File: src/hdl/pwfd_pkg.sv
// Shared types, constants and the CRC step for the pulse width frame decoder.
// Used by pwfd_buf and pulse_width_frame_decoder; depends on nothing.
package pwfd_pkg;

  localparam int BUFFER_BYTES_DEF = 64;
  localparam int NUM_REGS         = 8;
  localparam int REG_IDX_W        = 3;
  localparam int BOUND_W          = 16;
  localparam int TIME_W           = 32;
  localparam int CNT_W            = 32;
  localparam int WORD_W           = 16;
  localparam int NUM_WORDS        = 5;
  localparam int WORD_BASE        = 4;
  localparam int MIRROR_BYTES     = 2 * NUM_WORDS;
  localparam int MIRROR_IDX_W     = 4;
  localparam int STATUS_W         = 2;

  localparam logic [7:0] CRC_POLY_HALF = 8'h18;

  // Register map of the configuration port
  typedef enum logic [REG_IDX_W-1:0] {
    REG_ZERO_LO = 3'd0,
    REG_ZERO_HI = 3'd1,
    REG_ONE_LO  = 3'd2,
    REG_ONE_HI  = 3'd3,
    REG_SYNC_LO = 3'd4,
    REG_SYNC_HI = 3'd5,
    REG_END_LO  = 3'd6,
    REG_END_HI  = 3'd7
  } reg_idx_t;

  localparam logic [BOUND_W-1:0] BOUND_RESET [NUM_REGS] = '{
    16'd200, 16'd400, 16'd500, 16'd700, 16'd1900, 16'd2100, 16'd2900, 16'd3100
  };

  // Frame status codes
  typedef enum logic [STATUS_W-1:0] {
    ST_ACCEPTED   = 2'd0,
    ST_INCOMPLETE = 2'd1,
    ST_CRC_FAIL   = 2'd2
  } status_t;

  // Request from the decoder to the frame buffer
  typedef struct packed {
    logic       rd_en;
    logic       wr_en;
    logic [7:0] wr_data;
  } buf_req_t;

  // One bit of the reflected CRC-8 (x^8+x^5+x^4+1)
  function automatic logic [7:0] crc_bit(input logic [7:0] c, input logic b);
    logic       fb;
    logic [7:0] x;
    fb = c[0] ^ b;
    x  = fb ? (c ^ CRC_POLY_HALF) : c;
    return {fb, x[7:1]};
  endfunction

endpackage

File: src/hdl/pwfd_buf.sv
// Frame byte buffer: synchronous-read memory with per-entry valid bits
// and write-to-read forwarding. Depends on pwfd_pkg.
module pwfd_buf #(
  parameter int DEPTH = pwfd_pkg::BUFFER_BYTES_DEF
) (
  input  logic                     clk,
  input  logic                     rst_n,
  input  pwfd_pkg::buf_req_t       req,
  input  logic [$clog2(DEPTH)-1:0] rd_addr,
  input  logic [$clog2(DEPTH)-1:0] wr_addr,
  output logic [7:0]               rd_byte
);
  import pwfd_pkg::*;

  localparam int AW = $clog2(DEPTH);

  logic [7:0]    mem [DEPTH];
  logic          vld_r [DEPTH];
  logic [7:0]    rd_data_r;
  logic          rd_vld_r;
  logic [AW-1:0] rd_addr_r;
  logic          lw_v_r;
  logic [AW-1:0] lw_addr_r;
  logic [7:0]    lw_data_r;

  // Memory array: write one byte, read one byte, read data registered
  always_ff @(posedge clk) begin
    if (req.wr_en) begin
      mem[wr_addr] <= req.wr_data;
    end
    if (req.rd_en) begin
      rd_data_r <= mem[rd_addr];
      rd_addr_r <= rd_addr;
    end
  end

  // Valid bits: an entry never written reads as zero
  always_ff @(posedge clk) begin
    if (!rst_n) begin
      for (int i = 0; i < DEPTH; i++) begin
        vld_r[i] <= 1'b0;
      end
      rd_vld_r <= 1'b0;
    end else begin
      if (req.wr_en) begin
        vld_r[wr_addr] <= 1'b1;
      end
      if (req.rd_en) begin
        rd_vld_r <= vld_r[rd_addr];
      end
    end
  end

  // Hold the latest write for forwarding
  always_ff @(posedge clk) begin
    if (!rst_n) begin
      lw_v_r <= 1'b0;
    end else if (req.wr_en) begin
      lw_v_r <= 1'b1;
    end
  end

  always_ff @(posedge clk) begin
    if (req.wr_en) begin
      lw_addr_r <= wr_addr;
      lw_data_r <= req.wr_data;
    end
  end

  // Forward the latest write when it hits the address just read
  always_comb begin
    if (lw_v_r && (lw_addr_r == rd_addr_r)) begin
      rd_byte = lw_data_r;
    end else if (rd_vld_r) begin
      rd_byte = rd_data_r;
    end else begin
      rd_byte = 8'h00;
    end
  end

endmodule

File: src/hdl/pulse_width_frame_decoder.sv
// Pulse width frame decoder top level: edge classification, bit and byte
// assembly, CRC check and word extraction. Depends on pwfd_pkg and pwfd_buf.
//
// Usage:
//   Input channel (in_valid/in_ready): one pin edge per transfer, with the
//   level after the edge and a microsecond timestamp. Falling edges store the
//   time; rising edges measure the low width and classify it as zero bit,
//   one bit, sync or frame end, using eight 16-bit exclusive bounds written
//   through cfg_we/cfg_index/cfg_data while the block is idle.
//   Output channel (out_valid/out_ready): one result per frame end, with the
//   frame status, the three wrapping counters and the five decoded words.
//   Pipeline: a frame end passes the check stage (buffer read and CRC
//   compare), then the output register. Throughput: one edge per cycle
//   unless stalled. The frame buffer is a one-port-read, one-port-write
//   memory; a bit is merged into its byte by read-modify-write with
//   forwarding, so back-to-back edges to one byte need no wait.
//   Stall: while a result waits in the output register, one more frame end
//   can finish its check; in_ready drops only when that frame end is also
//   held, and rises again the cycle the receiver takes the waiting result.
//   Reset: synchronous; bounds return to their defaults, counters, positions,
//   CRC and words clear, and the buffer valid bits clear at once, so no
//   clearing pass is needed.
module pulse_width_frame_decoder #(
  parameter int BUFFER_BYTES = pwfd_pkg::BUFFER_BYTES_DEF
) (
  input  logic                             clk,
  input  logic                             rst_n,
  // configuration
  input  logic                             cfg_we,
  input  logic [pwfd_pkg::REG_IDX_W-1:0]   cfg_index,
  input  logic [pwfd_pkg::BOUND_W-1:0]     cfg_data,
  // edge input
  input  logic                             in_valid,
  output logic                             in_ready,
  input  logic                             in_pin_level,
  input  logic [pwfd_pkg::TIME_W-1:0]      in_edge_time,
  // frame results
  output logic                             out_valid,
  input  logic                             out_ready,
  output logic [pwfd_pkg::STATUS_W-1:0]    out_frame_status,
  output logic [pwfd_pkg::CNT_W-1:0]       out_frames_seen,
  output logic [pwfd_pkg::CNT_W-1:0]       out_incomplete_seen,
  output logic [pwfd_pkg::CNT_W-1:0]       out_crc_failures,
  output logic signed [pwfd_pkg::WORD_W-1:0] out_word_one,
  output logic signed [pwfd_pkg::WORD_W-1:0] out_word_two,
  output logic signed [pwfd_pkg::WORD_W-1:0] out_word_three,
  output logic signed [pwfd_pkg::WORD_W-1:0] out_word_four,
  output logic signed [pwfd_pkg::WORD_W-1:0] out_word_five
);
  import pwfd_pkg::*;

  localparam int AW = $clog2(BUFFER_BYTES);
  localparam int PW = $clog2(BUFFER_BYTES + 1);
  localparam logic [PW-1:0] FULL_POS  = PW'(BUFFER_BYTES);
  localparam logic [PW-1:0] MIR_FIRST = PW'(WORD_BASE);
  localparam logic [PW-1:0] MIR_LAST  = PW'(WORD_BASE + MIRROR_BYTES - 1);

  function automatic logic in_win(input logic [TIME_W-1:0] w,
                                  input logic [BOUND_W-1:0] lo,
                                  input logic [BOUND_W-1:0] hi);
    return (w > TIME_W'(lo)) && (w < TIME_W'(hi));
  endfunction

  // Configuration and front-end state
  logic [BOUND_W-1:0] bnd_r [NUM_REGS];
  logic [TIME_W-1:0]  fall_time_r;
  logic [2:0]         bit_pos_r;
  logic [PW-1:0]      byte_pos_r;
  logic [7:0]         crc_r;
  logic [7:0]         cbl_r;
  logic [CNT_W-1:0]   frames_r;
  logic [CNT_W-1:0]   partials_r;
  logic [CNT_W-1:0]   mismatch_r;
  logic [7:0]         mir_r [MIRROR_BYTES];
  logic [WORD_W-1:0]  words_r [NUM_WORDS];

  // Check stage
  logic               s1_v_r;
  logic               s1_end_r;
  logic               s1_bit_r;
  logic [2:0]         s1_bitpos_r;
  logic [AW-1:0]      s1_addr_r;
  logic               s1_partial_r;
  logic [7:0]         s1_cbl_r;
  logic [CNT_W-1:0]   s1_frames_r;
  logic [CNT_W-1:0]   s1_partials_r;

  // Output register
  logic               out_valid_r;
  status_t            out_status_r;
  logic [CNT_W-1:0]   out_frames_r;
  logic [CNT_W-1:0]   out_partials_r;

  logic               in_fire;
  logic [TIME_W-1:0]  width;
  logic               win_zero, win_one, win_sync, win_end;
  logic               is_bit, bit_val, take, is_sync, is_end, frame_partial;
  logic [PW-1:0]      last_pos;
  logic [PW-1:0]      mir_off;
  logic [MIRROR_IDX_W-1:0] mir_idx;
  logic               mir_hit;
  logic               s1_adv;
  buf_req_t           req;
  logic [AW-1:0]      rd_addr;
  logic [7:0]         rd_byte;
  logic [7:0]         merged;
  status_t            s1_status;

  // Classify the rising edge by low width; first match wins
  assign width    = in_edge_time - fall_time_r;
  assign win_zero = in_win(width, bnd_r[REG_ZERO_LO], bnd_r[REG_ZERO_HI]);
  assign win_one  = in_win(width, bnd_r[REG_ONE_LO],  bnd_r[REG_ONE_HI]);
  assign win_sync = in_win(width, bnd_r[REG_SYNC_LO], bnd_r[REG_SYNC_HI]);
  assign win_end  = in_win(width, bnd_r[REG_END_LO],  bnd_r[REG_END_HI]);

  assign is_bit  = in_pin_level && (win_zero || win_one);
  assign bit_val = !win_zero;
  assign take    = is_bit && (byte_pos_r < FULL_POS);
  assign is_sync = in_pin_level && !win_zero && !win_one && win_sync;
  assign is_end  = in_pin_level && !win_zero && !win_one && !win_sync && win_end;
  assign frame_partial = (bit_pos_r != 3'd0) || (byte_pos_r == '0);

  assign last_pos = byte_pos_r - PW'(1);
  assign mir_off  = byte_pos_r - MIR_FIRST;
  assign mir_idx  = mir_off[MIRROR_IDX_W-1:0];
  assign mir_hit  = (byte_pos_r >= MIR_FIRST) && (byte_pos_r <= MIR_LAST);

  // Advance the check stage unless its frame end has nowhere to go
  assign s1_adv   = !s1_v_r || !s1_end_r || !out_valid_r || out_ready;
  assign in_ready = s1_adv;
  assign in_fire  = in_valid && in_ready;

  // Drive the buffer: read at accept, write the merged byte from the check stage
  assign rd_addr     = take ? byte_pos_r[AW-1:0] : last_pos[AW-1:0];
  assign req.rd_en   = in_fire && (take || is_end);
  assign req.wr_en   = s1_v_r && !s1_end_r;
  assign req.wr_data = merged;

  always_comb begin
    merged = rd_byte;
    merged[s1_bitpos_r] = s1_bit_r;
  end

  pwfd_buf #(
    .DEPTH (BUFFER_BYTES)
  ) u_buf (
    .clk     (clk),
    .rst_n   (rst_n),
    .req     (req),
    .rd_addr (rd_addr),
    .wr_addr (s1_addr_r),
    .rd_byte (rd_byte)
  );

  // Configuration writes
  always_ff @(posedge clk) begin
    if (!rst_n) begin
      for (int i = 0; i < NUM_REGS; i++) begin
        bnd_r[i] <= BOUND_RESET[i];
      end
    end else if (cfg_we) begin
      bnd_r[cfg_index] <= cfg_data;
    end
  end

  // Front-end state: fall time, positions, CRC, frame counters, word bytes
  always_ff @(posedge clk) begin
    if (!rst_n) begin
      fall_time_r <= '0;
      bit_pos_r   <= '0;
      byte_pos_r  <= '0;
      crc_r       <= '0;
      cbl_r       <= '0;
      frames_r    <= '0;
      partials_r  <= '0;
      for (int i = 0; i < MIRROR_BYTES; i++) begin
        mir_r[i] <= '0;
      end
    end else if (in_fire) begin
      if (!in_pin_level) begin
        fall_time_r <= in_edge_time;
      end
      if (take) begin
        if (bit_pos_r == 3'd0) begin
          cbl_r <= crc_r;
        end
        crc_r     <= crc_bit(crc_r, bit_val);
        bit_pos_r <= bit_pos_r + 3'd1;
        if (bit_pos_r == 3'd7) begin
          byte_pos_r <= byte_pos_r + PW'(1);
        end
        if (mir_hit) begin
          mir_r[mir_idx][bit_pos_r] <= bit_val;
        end
      end
      if (is_sync) begin
        bit_pos_r  <= '0;
        byte_pos_r <= '0;
        crc_r      <= '0;
      end
      if (is_end) begin
        frames_r <= frames_r + CNT_W'(1);
        if (frame_partial) begin
          partials_r <= partials_r + CNT_W'(1);
        end
      end
    end
  end

  // Check stage valid
  always_ff @(posedge clk) begin
    if (!rst_n) begin
      s1_v_r <= 1'b0;
    end else if (s1_adv) begin
      s1_v_r <= in_fire && (take || is_end);
    end
  end

  // Check stage payload
  always_ff @(posedge clk) begin
    if (in_fire) begin
      s1_end_r      <= is_end;
      s1_bit_r      <= bit_val;
      s1_bitpos_r   <= bit_pos_r;
      s1_addr_r     <= rd_addr;
      s1_partial_r  <= frame_partial;
      s1_cbl_r      <= cbl_r;
      s1_frames_r   <= frames_r + CNT_W'(1);
      s1_partials_r <= partials_r + (frame_partial ? CNT_W'(1) : CNT_W'(0));
    end
  end

  // Compare the last byte against the CRC of the bytes before it
  always_comb begin
    if (s1_partial_r) begin
      s1_status = ST_INCOMPLETE;
    end else if (rd_byte != s1_cbl_r) begin
      s1_status = ST_CRC_FAIL;
    end else begin
      s1_status = ST_ACCEPTED;
    end
  end

  // Result state: mismatch counter, decoded words, output register
  always_ff @(posedge clk) begin
    if (!rst_n) begin
      out_valid_r <= 1'b0;
      mismatch_r  <= '0;
      for (int k = 0; k < NUM_WORDS; k++) begin
        words_r[k] <= '0;
      end
    end else begin
      if (s1_v_r && s1_end_r && s1_adv) begin
        out_valid_r <= 1'b1;
        if (s1_status == ST_CRC_FAIL) begin
          mismatch_r <= mismatch_r + CNT_W'(1);
        end
        if (s1_status == ST_ACCEPTED) begin
          for (int k = 0; k < NUM_WORDS; k++) begin
            words_r[k] <= {mir_r[2*k], mir_r[2*k+1]};
          end
        end
      end else if (out_ready) begin
        out_valid_r <= 1'b0;
      end
    end
  end

  always_ff @(posedge clk) begin
    if (s1_v_r && s1_end_r && s1_adv) begin
      out_status_r   <= s1_status;
      out_frames_r   <= s1_frames_r;
      out_partials_r <= s1_partials_r;
    end
  end

  assign out_valid           = out_valid_r;
  assign out_frame_status    = out_status_r;
  assign out_frames_seen     = out_frames_r;
  assign out_incomplete_seen = out_partials_r;
  assign out_crc_failures    = mismatch_r;
  assign out_word_one        = words_r[0];
  assign out_word_two        = words_r[1];
  assign out_word_three      = words_r[2];
  assign out_word_four       = words_r[3];
  assign out_word_five       = words_r[4];

  // Input stalls only behind a held frame end and a full output register
  a_stall_cause: assert property (@(posedge clk) disable iff (!rst_n)
    !in_ready |-> (s1_v_r && s1_end_r && out_valid_r && !out_ready))
    else $error("input stalled without a blocked frame end");

  // Byte position never passes the buffer size
  a_pos_bound: assert property (@(posedge clk) disable iff (!rst_n)
    byte_pos_r <= FULL_POS)
    else $error("byte position beyond buffer");

  // A partial byte only exists while the buffer has room
  a_partial_room: assert property (@(posedge clk) disable iff (!rst_n)
    (bit_pos_r != 3'd0) |-> (byte_pos_r < FULL_POS))
    else $error("partial byte in a full buffer");

  // A checked frame end always lands in the output register
  a_end_lands: assert property (@(posedge clk) disable iff (!rst_n)
    (s1_v_r && s1_end_r && s1_adv) |=> out_valid_r)
    else $error("frame end result lost");

endmodule

File: config.mk
export PLATFORM = sky130hd
export DESIGN_NAME = pulse_width_frame_decoder
export DESIGN_NICKNAME = d
export VERILOG_FILES = /design/src/hdl/pwfd_pkg.sv /design/src/hdl/pwfd_buf.sv /design/src/hdl/pulse_width_frame_decoder.sv
export SDC_FILE = /design/constraint.sdc
export NUM_CORES = 2
export LEC_CHECK = 0
export BUFFER_PORTS_ARGS = -buffer_cell sky130_fd_sc_hd__buf_2
export CORE_ASPECT_RATIO = 1.1
export CORE_UTILIZATION = 58
export DETAILED_ROUTE_END_ITERATION = 16
export HOLD_SLACK_MARGIN = 0.03
export PLACE_DENSITY_LB_ADDON = 0.1
export SETUP_SLACK_MARGIN = 0.2
export SLEW_MARGIN = 20
export SYNTH_ARGS = -nofsm -noshare
export SYNTH_HDL_FRONTEND = slang
export SYNTH_SLANG_ARGS = --single-unit
File: constraint.sdc
create_clock -name clk -period 10.5 [get_ports clk]
set_input_delay 2.1 -clock clk [delete_from_list [all_inputs] [get_ports clk]]
set_output_delay 2.1 -clock clk [all_outputs]
set_load 0.02 [all_outputs]
==> results by group <==
STA
  – Layout Skew: around 0.047 ns
  – Setup TNS: 0 ns
  – Crit path time final: 8.409 ns
  – Number of failing hold endpoints at the final stage: 0
  – Maximum clock frequency: 0.1189 GHz
  – Final cycle utilization of the critical path: 0.8009
  – Slew headroom: 0.2080
  – Worst-Margin Slew: 1.184 ns
  – Max-slew violations: 0
  – Count of endpoints failing setup in the final report: 0
  – RSZ-0062 raised after global routing: no

Min path
  – Beginning of the worst hold path: s1_partials_r[12]
  – Hold Path Class: reg2reg
  – Hold Path Cell Cnt: 0
  – Endpoint, Worst Hold: out_incomplete_seen[12]

Routing
  – DRC violation count after routing: 0
  – Drt total wl: around 150 mm
  – DR vias/cell: 6.185
  – Initial DRT Pass Iterations: 6
  – DRC marker count from the first detailed-route iteration: 3752
  – Remaining antenna violation count after routing: 0
  – Wire length per cell: ~24 um
  – Total vias in the final route: 38738

Final layout
  – Area overhead of the layout relative to synthesis: 11.11%
  – Fraction of layout cells with a size suffix above 1: 0.1439
  – Filler-free cell count of the finished design: 6263
  – Final layout net count: 5093

Synthesis
  – Number of flops mapped to enable cells by yosys: 978
  – Top FF cell, synth: edfxtp_1
  – Most numerous cell types in the synthesized netlist: edfxtp_1 (978), nor2_1 (498), mux2i_1 (429)
  – Mean post-synth cell area: 12.39 um^2
  – Cell count after synthesis: approximately 4700
  – Share of synthesized registers carrying an async set or reset: 0
  – Leading cell type by number of instances after synthesis: edfxtp_1
  – Number of distinct library cells after synthesis: 98
  – Post-synth top area cell: edfxtp_1
  – Proportion of synthesized chip area in sequential cells: 0.5817
  – Total number of yosys warnings: 0
  – Total standard cell area after synthesis: 58130 um^2
  – Net count after synthesis: 4918
  – Cell types with the largest area share after synthesis: edfxtp_1 (51%), dfxtp_1 (7.6%), mux2i_1 (7.4%)
  – Fraction of post-synthesis cell area in the top cell type by area: 0.5052
  – #FFs+latches synth: 1200

Power and ir drop
  – Int Power: 7870 uW
  – Logic gate share of total power: 0.067
  – Maximum vdd ir drop: 0.1837 mV
  – LEAKAGE: ~0.022 uW
  – Clock power share: 0.422
  – Power per cell area: 157.7 nW/um^2
  – Sequential group share of total power: 0.511
  – Net Sw Frac: 0.2273
  – Switching pwr: 2315 uW

Critical path
  – Kind of critical path: in2reg
  – Endpoint arrival time on the critical path: between 9 and 10 ns
  – Critical register-to-register path startpoint: fall_time_r[0]
  – Sum of buffers and inverters on the critical path: 4
  – Cell at the slowest stage of the critical path: nor4_1
  – Number of cells on the worst reg-to-reg path: 23
  – Cell family with the largest share of critical-path delay: simple AND/OR/NAND/NOR gates
  – Element type at the critical path end: flip-flop
  – Endpoint of the worst register-to-register path: u_buf.rd_data_r[3]
  – Delay of the slowest cell on the worst path: 0.74 ns
  – Critical path data required time: around 11 ns
  – Highest net fanout along the worst path: 119
  – Type of origin of the critical path: input port
  – Flop-to-flop setup slack: 3.30 ns
  – Library cell appearing most often on the critical path: ha_1

GRT
  – Number of global-route vias before repair: 37962
  – Remaining global-route overflow: 0
  – Maximum number of pins on one net before global-route repair: 121
  – First-pass GRT wire length: around 230 mm
  – Overall fraction of global-route tracks in use: 0.2902
  – Antenna violations before repair: 1

Clock network
  – Hold bufs inserted after CTS: 0
  – Sink count of the clock tree: 1200
  – TritonCTS Buffers: 119
  – Insertion delay of the later-clocked pin in the worst-skew pair: about 0.75 ns
  – Bufs on Longest Clock Path: 3
  – CTS tree: built
  – H-tree depth: 3
  – Clock transition at the register clock pins on the worst setup and hold paths after CTS: 0.06 ns
  – Post-CTS sizing: 0
  – Setup repair bufs after CTS: 0
  – Clock root buffer: clkbuf_16

Place
  – Half-perimeter wire length of the detailed placement result: about 97 mm
  – Final estimated routing congestion in global placement: slightly above 0.9
  – Number of placed instances with taps included: 6034
  – IO buf count: 236

Floorplan
  – Cell Rows: 121
  – Top-level port count: 237
  – Die area: 101500 um^2
  – Initial cell density of the core: 0.5862
  – Die Span Y: 334.0 um
  – Core Box Area: 99160 um^2
  – Die W: 303.8 um

Job
  – Max cap viols: 0

Status
  – Run status: completed
## metal layers
layer | global-route usage | up-vias | part of all wire
li1 | - | 17732 | -
met1 | 0.3750 | 19111 | 0.40
met2 | 0.4960 | 1578 | 0.49
met3 | 0.04138 | 317 | 0.070
met4 | 0.1137 | 0 | 0.036
met5 | 0 | - | 0
## registers in the layout, summed over array words and instances, names as in the netlist, 6 cells and up
signal / count
out_incomplete_seen: 32
u_buf.rd_data_r: 8
frames_r: 32
u_buf.lw_addr_r: 6
words_r: 80
u_buf.lw_data_r: 8
u_buf.vld_r: 64
fall_time_r: 32
s1_addr_r: 6
u_buf.mem: 512
u_buf.rd_addr_r: 6
bnd_r: 128
cbl_r: 8
byte_pos_r: 7
s1_cbl_r: 8
out_crc_failures: 32
s1_frames_r: 32
partials_r: 32
mir_r: 80
crc_r: 8
s1_partials_r: 32
out_frames_seen: 32
## placed cells by master, fill, tap and decap left out, types with 18 or more instances in the layout
master	instances
clkbuf_1	36
nand2_1	272
nor3_1	71
mux4_2	140
and4_1	18
dfxtp_1	220
buf_4	78
inv_1	196
clkbuf_16	121
edfxtp_1	978
o21ai_0	162
a21o_1	26
nor2b_1	30
buf_2	236
o22ai_1	20
a211oi_1	28
o21a_1	28
and2_1	179
a31oi_1	18
ha_1	169
nand3_1	126
nand2b_1	54
o32ai_1	34
clkinv_2	19
or3_1	64
xnor2_1	67
xor2_1	92
mux2i_1	429
and3_1	28
o211ai_1	26
nor2_1	488
a21oi_1	189
nand4_1	57
## area by class of cell
type                       instances  area, um^2
clock buffer                     172        3369
clock inverter                    53       595.6
timing repair buffer             317        1827
sequential                      1200       33820
fill                            7447       34580
antenna                            3       7.507
inverter                         205       779.5
multi-input combinational       3022       22570
tap                             1291        1615
## kinds of logic (layout without fill, tap and decap cells)
kind of cell / after synthesis / count (layout) / synth area share
buffers and inverters: 468 / 747 / 0.03296
AOI/OAI and AO/OA: 643 / 643 / 0.07032
adders and majority gates: 171 / 171 / 0.03694
DFF: 1200 / 1200 / 0.5817
xor gates and xnor gates: 160 / 160 / 0.02424
muxes: 576 / 576 / 0.1295
and+or+nand+nor: 1472 / 1472 / 0.1244
other: 0 / 3 / 0
## how the worst max path moves through the flow
| stage | cells after the start | start | end |
|---|---|---|---|
| detailed placement | 25 | in_edge_time[0] | u_buf.rd_data_r[0] |
| CTS | 25 | in_edge_time[0] | u_buf.rd_data_r[0] |
| global placement | 25 | in_edge_time[0] | u_buf.rd_data_r[3] |
| global route | 25 | in_edge_time[0] | u_buf.rd_data_r[4] |
| floorplan | 3 | out_ready | words_r[0][0] |
| finish | 25 | in_edge_time[0] | u_buf.rd_data_r[3] |
## power by group through the flow
stage               Combinational, uW  Clock, uW  Sequential, uW
floorplan                         423          0            5320
global placement                  670          0            5300
detailed placement                682          0            5310
CTS                               687       4340            5200
global route                      762       4530            5210
finish                            687       4300            5200
## per-stage QoR
stage	power (uW)	util	hold slack, ns	area [um^2]	setup WS (ns)
2_1_floorplan	5738	-	0.4003	58130	1.579
3_3_place_gp	5973	0.6110	0.4006	60580	1.530
3_5_place_dp	5987	0.6110	0.4045	60590	1.429
4_1_cts	10230	0.6510	0.4184	64560	2.177
5_1_grt	10500	0.6512	0.4237	64580	1.651
6_report	10190	0.6513	0.4171	64580	2.091
No activity file was read; power rests on OpenSTA's default activity.
